<file path="src/rtl/prime_count_sieve_macros.svh">
// Assertion macros shared by the prime count sieve RTL.
`ifndef PRIME_COUNT_SIEVE_MACROS_SVH
`define PRIME_COUNT_SIEVE_MACROS_SVH

// Same-cycle implication, checked on clk and held off during reset.
`define PCS_ASSERT_NOW(label, ante, cons, msg) \
	label: assert property (@(posedge clk) disable iff (!arst_n) (ante) |-> (cons)) \
		else $error(msg);

// Next-cycle implication, checked on clk and held off during reset.
`define PCS_ASSERT_NEXT(label, ante, cons, msg) \
	label: assert property (@(posedge clk) disable iff (!arst_n) (ante) |=> (cons)) \
		else $error(msg);

`endif

</file>
<file path="src/rtl/pcs_pkg.sv">
// Package: sizes, controller states and command/status types of the prime count sieve.
package pcs_pkg;

	localparam int MAX_LIMIT   = 16384;
	localparam int ADDR_W      = $clog2(MAX_LIMIT);
	localparam int N_W         = 15;
	localparam int P_W         = 8;
	localparam int CNT_W       = 11;
	localparam int IN_TDATA_W  = 16;
	localparam int OUT_TDATA_W = 16;

	localparam logic [N_W-1:0]   LIMIT_SAT = N_W'(MAX_LIMIT);
	localparam logic [CNT_W-1:0] COUNT_MAX = '1;

	typedef enum logic [2:0] {
		ST_IDLE,
		ST_CLEAR,
		ST_P_TEST,
		ST_P_WAIT,
		ST_MARK,
		ST_COUNT,
		ST_DONE
	} pcs_state_t;

	typedef struct packed {
		logic load;        // take a new limit, restart all counters
		logic clr_wr;      // clear mark at k, step k
		logic p_rd;        // read mark at p
		logic p_next;      // advance p and p squared
		logic mark_start;  // k gets p squared
		logic mark_wr;     // set mark at k, step k by p
		logic cnt_start;   // k gets 2
		logic cnt_rd;      // read mark at k for counting, step k
		logic out_load;    // move count into the output register
	} pcs_cmd_t;

	typedef struct packed {
		logic k_lt_n;      // k below limit
		logic psq_lt_n;    // p squared below limit
		logic p_comp;      // mark read for p says composite
		logic out_free;    // output register can take a result
	} pcs_sts_t;

endpackage

</file>
<file path="src/rtl/pcs_ctrl.sv">
// Controller state machine: clear, sieve and count phases of one request.
module pcs_ctrl
	import pcs_pkg::*;
(
	input  logic     clk,
	input  logic     arst_n,
	input  logic     in_valid,
	output logic     in_ready,
	input  pcs_sts_t sts,
	output pcs_cmd_t cmd
);

	pcs_state_t state_q, state_nxt;

	always_ff @(posedge clk or negedge arst_n) begin
		if (!arst_n) begin
			state_q <= ST_IDLE;
		end else begin
			state_q <= state_nxt;
		end
	end

	always_comb begin
		state_nxt = state_q;
		unique case (state_q)
			ST_IDLE:   if (in_valid) state_nxt = ST_CLEAR;
			ST_CLEAR:  if (!sts.k_lt_n) state_nxt = ST_P_TEST;
			ST_P_TEST: state_nxt = sts.psq_lt_n ? ST_P_WAIT : ST_COUNT;
			ST_P_WAIT: state_nxt = sts.p_comp ? ST_P_TEST : ST_MARK;
			ST_MARK:   if (!sts.k_lt_n) state_nxt = ST_P_TEST;
			ST_COUNT:  if (!sts.k_lt_n) state_nxt = ST_DONE;
			ST_DONE:   if (sts.out_free) state_nxt = ST_IDLE;
			default:   state_nxt = ST_IDLE;
		endcase
	end

	always_comb begin
		cmd      = '0;
		in_ready = 1'b0;
		unique case (state_q)
			ST_IDLE: begin
				in_ready = 1'b1;
				cmd.load = in_valid;
			end
			ST_CLEAR: begin
				cmd.clr_wr = sts.k_lt_n;
			end
			ST_P_TEST: begin
				cmd.p_rd      = sts.psq_lt_n;
				cmd.cnt_start = !sts.psq_lt_n;
			end
			ST_P_WAIT: begin
				cmd.p_next     = sts.p_comp;
				cmd.mark_start = !sts.p_comp;
			end
			ST_MARK: begin
				cmd.mark_wr = sts.k_lt_n;
				cmd.p_next  = !sts.k_lt_n;
			end
			ST_COUNT: begin
				cmd.cnt_rd = sts.k_lt_n;
			end
			ST_DONE: begin
				cmd.out_load = sts.out_free;
			end
			default: begin
				cmd = '0;
			end
		endcase
	end

endmodule

</file>
<file path="config.mk">
export PLATFORM = sky130hd
export DESIGN_NAME = pcs_ctrl
export DESIGN_NICKNAME = d
export VERILOG_FILES = /design/src/rtl/prime_count_sieve_macros.svh /design/src/rtl/pcs_pkg.sv /design/src/rtl/pcs_ctrl.sv
export SDC_FILE = /design/constraint.sdc
export NUM_CORES = 1
export LEC_CHECK = 0
export ABC_AREA = 0
export BUFFER_PORTS_ARGS = -buffer_cell sky130_fd_sc_hd__buf_2
export CORE_AREA = 2 2 39 41
export CTS_BUF_LIST = sky130_fd_sc_hd__clkbuf_4 sky130_fd_sc_hd__clkbuf_8 sky130_fd_sc_hd__clkbuf_16
export DETAILED_ROUTE_END_ITERATION = 8
export DIE_AREA = 0 0 41 43
export SLEW_MARGIN = 20
export SYNTH_ARGS = -nofsm -noshare
export SYNTH_HDL_FRONTEND = slang
export SYNTH_SLANG_ARGS = --single-unit
export TNS_END_PERCENT = 100
</file>
<file path="constraint.sdc">
create_clock -name clk -period 1.13 [get_ports clk]
set_input_delay 0.1695 -clock clk [delete_from_list [all_inputs] [get_ports clk]]
set_output_delay 0.1695 -clock clk [all_outputs]
set_load 0.02 [all_outputs]
</file>
==> results.md, run 1 <==
* Clock-pin slew on the worst setup and hold paths at 30 ps
* Pins Over Slew Limit at 0
* Global-route wire length before repair at 1.39 mm
* Net Sw Frac at 39.5%
* Clk pwr share at about an eighth
* Per-cell routed wire length at about 12 microns
* Ranking of synthesized cells by instance count: nor2_1 (4), and3_1 (3), dfrtp_1 (3), nand2_1 (3)
* Synth area leader: dfrtp_1
* Share of layout cells above drive strength 1 at about 80%
* DIE AREA at 1760 sq um
* Hold Violations, Final at 0
* Clk root buf: clkbuf_4
* Setup Skew at 2.21 ps
* Cell area after synthesis at 254 sq um
* Iter 0 DRT Violations at 3
* Clock sinks at 3
* Max reg flops at 3
* Total CTS buffers at 3
* Final setup margin at -301 ps
* Fmax at 0.699 GHz
* Biggest regs: state_q: 3 flops
* Vias at 372
* Comb power frac at 73.6%
* Post-Synthesis Cells at 33
* Max Cap Viol at 0
* Setup crit end kind: primary output
* HP Class: in -> reg
* Row count at 14
* Initial antenna violation count at 0
* Synthesized net count at 40
* CP startpoint kind: register
* Asr flop ratio synth at 100%
* Register with the most flip-flops: state_q
* Die X at 41 microns
* # H-tree levels at 1
* Count of cell types in the netlist at 18
* Area growth syn-to-layout at 150%
* Total grt overflow at 0
* Top-area cell type share of the netlist area at between 20 and 30%
* Worst-margin pin slew at 192 ps
* Pin count of the biggest net entering global routing at 8
* GRT Total Usage at roughly an eighth
* Switching power at 0.000676 W
* Core box area at 1380 sq um
* Endpoints failing setup at 12
* Design area at 634 sq um
* CP Max Fanout at 5
* Vias in the first global route at 350
* Port Buffers at 16
* Tcrit/Tclk final at 127%
* Crit path time final at 1430 ps
* Diode count at 0
* Ys Warns at 0
* Sequential Power Share at 14.2%
* Flip-flop and latch count after synthesis at 3
* Final wirelength at 954 microns
* Post-synth EDFFs at 0
* Area contributors post-synth: dfrtp_1 (30%), mux2i_1 (7.9%), and3_1 (7.4%)
* Initial Util at 18.4%
* Gpl congestion at 0.821
* Slew HR at 87.0%
* Status: complete, but fails checks
* Via/cell ratio at 4.54
* Internal power at 0.00104 W
* Post-DP HPWL at 554 microns
* CTS tree: built
* Clock Path Buffers at 2
* Die height at 43 microns
* ANT nets after route at 0
* P_leak at 0.313 nW
* Failing checks: setup timing
* WP data required at 960 ps
* DP Area at roughly 420 sq um
* Worst vdd ir at between 1000 and 1500 uV
* Initial DRT Pass Iterations at 4
* Register area share after synthesis at a little under 30%
* PwrDens at ~2700 nW/um^2
* Pre-CTS WS at -171 ps
* NumNets Final at 74
* Cell with the most instances after synthesis: nor2_1
* Synth Flop Type: dfrtp_1
* RSZ-0062 raised after global routing: yes
* Critical Path AT at 1260 ps
* Clock Latency Late Sink at ~230 ps
* Syn Area/Cell at 7.70 sq um
* Ports at 17
* Final TNS setup at -2700 ps
* Crit Path Category: reg -> out
* DRC at 0
repair_timing:
action / 4_1_cts / 5_1_grt
endpoints found under the setup margin: 12 / 12
hold buffers: 1 / 0
gates resized for setup: 18 / 22
buffers inserted: 7 / 2
endpoints found under the hold margin: 3 / 0
pin swaps: 4 / 4
per-stage QoR:
step | std cells | hold WS (ps) | total power [W] | util, %
after floorplan | 33 | -126 | 0.000723 | -
after global placement | 68 | -29.8 | 0.000978 | 30.0
after detailed placement | 68 | -27.6 | 0.000984 | 30.0
after CTS | 80 | 182 | 0.00148 | 39.8
after global routing | 82 | 225 | 0.00183 | 45.8
final | 82 | 204 | 0.00171 | 45.8
power by group through the flow:
stage                     sequential [W]  combinational, W  clock, W
after floorplan                 0.000212          0.000511         0
after global placement          0.000264          0.000714         0
after detailed placement        0.000270          0.000715         0
after CTS                       0.000224           0.00104  0.000219
after global routing            0.000255           0.00134  0.000233
final                           0.000244           0.00126  0.000208
cells in the final DEF (no fill, tap or decap), types with 2 or more instances in the layout:
master and instances:
buf_2 7, buf_4 11, buf_6 11, clkbuf_4 4
dfrtp_2 3, nand2_2 3, nor2_1 2, nor2_2 2
nor2b_4 2
cells by family after synthesis:
family / synth area share [%]
AOI/OAI and AO/OA: 17.7
buffers and inverters: 5.42
DFF: 29.6
muxes: 7.88
and+or+nand+nor: 39.4
final cells by class:
type | instances | area (sq um)
Clock buffer | 4 | 30.0
Fill cell | 147 | 749
Inverter | 1 | 3.75
Multi-Input combinational cell | 27 | 230
Sequential cell | 3 | 78.8
Tap cell | 16 | 20.0
Timing Repair Buffer | 31 | 272
critical path, stage by stage, from the launching register on:
cell     delay, ps
dfrtp_2        440
buf_12         150
nor3_4         170
and2_4         160
buf_6          110
final timing paths:
path / start / endpoint / slack, ps / cells past startpoint
setup / recovery: state_q[2]$_DFFE_PN0P_ / cmd[8] / -300 / 4
hold / removal: in_valid / state_q[0]$_DFFE_PN0P_ / 200 / 3
setup reg to reg: state_q[0]$_DFFE_PN0P_ / state_q[1]$_DFFE_PN0P_ / -160 / 5
hold reg to reg: state_q[1]$_DFFE_PN0P_ / state_q[1]$_DFFE_PN0P_ / 700 / 2
max in group asynchronous: arst_n / state_q[2]$_DFFE_PN0P_ / 750 / 2
min in group asynchronous: arst_n / state_q[1]$_DFFE_PN0P_ / 260 / 2
layer usage:
metal / track usage, % / share of wire, %
met3: 3.14 / 7.3
met5: 0 / 0
met4: 16.0 / 2.2
met2: 18.1 / 52
met1: 14.2 / 38
Power figures use the tool's default switching activity.
==> run 2, diff against run 1 <==
Settings changed: CELL_PAD_IN_SITES_DETAIL_PLACEMENT from default to 1, CELL_PAD_IN_SITES_GLOBAL_PLACEMENT from default to 1, PLACE_DENSITY_LB_ADDON from default to 0.1.
==> run 2 against run 1 <==
- the flow still finishes with violations (setup timing)
- clock power is 8% higher
- clock skew is 0.90 ps lower
- die area did not move
- sequential power fell by 2%
- hold slack worse by 1.4 ps
- critical path depth did not move
- core utilization fell by 4.2 points
- non-clock buffer count fell by 3
- count of clock-buffer cells in the layout unchanged
==> results.md, run 2 (synthesis results as in run 1) <==
* Status: complete, but fails checks
* Failing checks: setup timing
* Total grt overflow at 0
* Per-cell routed wire length at around 14 microns
* Post-DP HPWL at roughly 760 microns
* Gpl congestion at roughly 0.66
* P_leak at 0.293 nW
* Tot Pwr at about 0.0016 W
* Worst path slowest cell: dfrtp_2
* Row count at 14
* Final setup margin at -337 ps
* Crit Path Category: reg -> out
* CP Max Fanout at 5
* Final TNS setup at -2890 ps
* Die height at 43 microns
* Placed cells at 69
* Switching power at 0.000667 W
* RSZ-0062 raised after global routing: yes
* CP startpoint kind: register
* WP data required at 960 ps
* Die X at between 40 and 50 microns
* Worst path top cell family by delay: flip-flops
* Diode count at 0
* Port Buffers at 16
* Final Instance Count excl. Fillers at 79
* Initial Util at 18.4%
* R2R setup slack at -210 ps
* Buf/Inv on CP at 3
* Share of layout cells above drive strength 1 at 66.7%
* Clock-pin slew on the worst setup and hold paths at roughly 40 ps
* Reg2reg end: state_q[1]$_DFFE_PN0P_
* Pins Over Slew Limit at 0
* Setup crit end kind: primary output
* Fmax at 0.682 GHz
* Worst-margin pin slew at approximately 200 ps
* Total CTS buffers at 3
* HP Class: in -> reg
* Vias in the first global route at 400
* Clk root buf: clkbuf_4
* Commonest non-fill, non-tap cell in the layout: buf_4
* Pin count of the biggest net entering global routing at 10
* Final wirelength at 1.14 mm
* CP Launch Point: state_q[0]$_DFFE_PN0P_
* NumNets Final at 71
* Clock Latency Late Sink at 240 ps
* Max incr delay on CP at 410 ps
* ANT nets after route at 0
* Sequential Power Share at ~15%
* Core box area at roughly 1400 sq um
* Biggest regs: state_q: 3 flops
* Max Cap Viol at 0
* Clock sinks at 3
* Setup Skew at 1.31 ps
* Initial DRT Pass Iterations at 2
* Iter 0 DRT Violations at 4
* GRT Total Usage at roughly 15%
* Hold Violations, Final at 0
* Clock Path Buffers at 2
* Reg2Reg Depth at 5
* PwrDens at 2760 nW/um^2
* DIE AREA at about 1800 sq um
* Crit path time final at 1470 ps
* Register with the most flip-flops: state_q
* Post-layout util at 41.7%
* Global-route wire length before repair at 1.80 mm
* CTS tree: built
* Via/cell ratio at 4.68
* Critical Path AT at 1300 ps
* Net Sw Frac at 42.0%
* Vias at 370
* CP Cell Sequence: buf_12 -> buf_4 -> a32o_2 -> buf_6
* CP Depth at 4
* Max reg flops at 3
* Clk pwr share at 14.1%
* Worst vdd ir at 1070 uV
* Slew HR at 86.4%
* Ports at 17
* Internal power at 0.000922 W
* Initial antenna violation count at 0
* Comb power frac at just over 70%
* # H-tree levels at 1
* Commonest cells after routing, fill and taps aside: buf_4 (12), buf_2 (8), buf_6 (6)
* Reg-to-Reg Start: state_q[0]$_DFFE_PN0P_
* Worst setup endpoint: cmd[5]
* Endpoints failing setup at 12
* Area growth syn-to-layout at 127%
* DRC at 0
* Tcrit/Tclk final at 130%
==> run 2: stage by stage <==
step | area (sq um) | worst slack, ps | hold WS [ps]
after detailed placement | 410 | -219 | -30.0
after floorplan | 282 | -97.2 | -126
after global placement | 410 | -155 | -34.8
after global routing | 577 | -371 | 213
final | 577 | -337 | 202
after CTS | 505 | -302 | 179
==> run 2: power by group through the flow <==
stage	registers [W]	clock network, W	logic (W)
6_report	0.000239	0.000224	0.00113
5_1_grt	0.000246	0.000237	0.00123
4_1_cts	0.000275	0.000232	0.000853
3_5_place_dp	0.000273	0	0.000720
3_3_place_gp	0.000270	0	0.000699
2_1_floorplan	0.000212	0	0.000511
==> run 2: repair_timing <==
action / in CTS / in global routing
gates resized for setup: 15 / 11
pin swaps: 2 / 2
endpoints found under the setup margin: 12 / 12
buffers inserted: 2 / 3
hold buffers: 1 / 0
hold endpoints to repair: 3 / 0
==> run 2: routing by layer <==
layer / GRT usage [%] / up-vias / part of all wire (%)
met5: 0 / - / 0
met4: 10.0 / 0 / 1.3
met3: 5.24 / 2 / 7.9
met2: 22.5 / 15 / 49
met1: 18.0 / 178 / 42
li1: - / 175 / -
==> run 2: layout make-up <==
| type | count | area [sq um] |
|---|---|---|
| multi-input combinational | 27 | 216 |
| clock buffer | 4 | 30.0 |
| tap | 16 | 20.0 |
| timing repair buffer | 28 | 228 |
| inverter | 1 | 3.75 |
| sequential | 3 | 78.8 |
| fill | 165 | 807 |
==> run 2: tightest hold or removal path, delay by kind of cell <==
family | cells | cell delay, ps
AND/OR/NAND/NOR | 1 | 80
buffers and inverters | 1 | 90
AO/OA/AOI/OAI | 1 | 70
==> run 2: worst min-delay path by stage <==
stage                  start                      to  slack [ps]  depth (start not counted)
CTS                 in_valid  state_q[0]$_DFFE_PN0P_         180                          3
floorplan             arst_n  state_q[0]$_DFFE_PN0P_        -130                          0
finish              in_valid  state_q[0]$_DFFE_PN0P_         200                          3
global placement      arst_n  state_q[2]$_DFFE_PN0P_         -30                          1
global route        in_valid  state_q[0]$_DFFE_PN0P_         210                          3
detailed placement    arst_n  state_q[0]$_DFFE_PN0P_         -30                          1
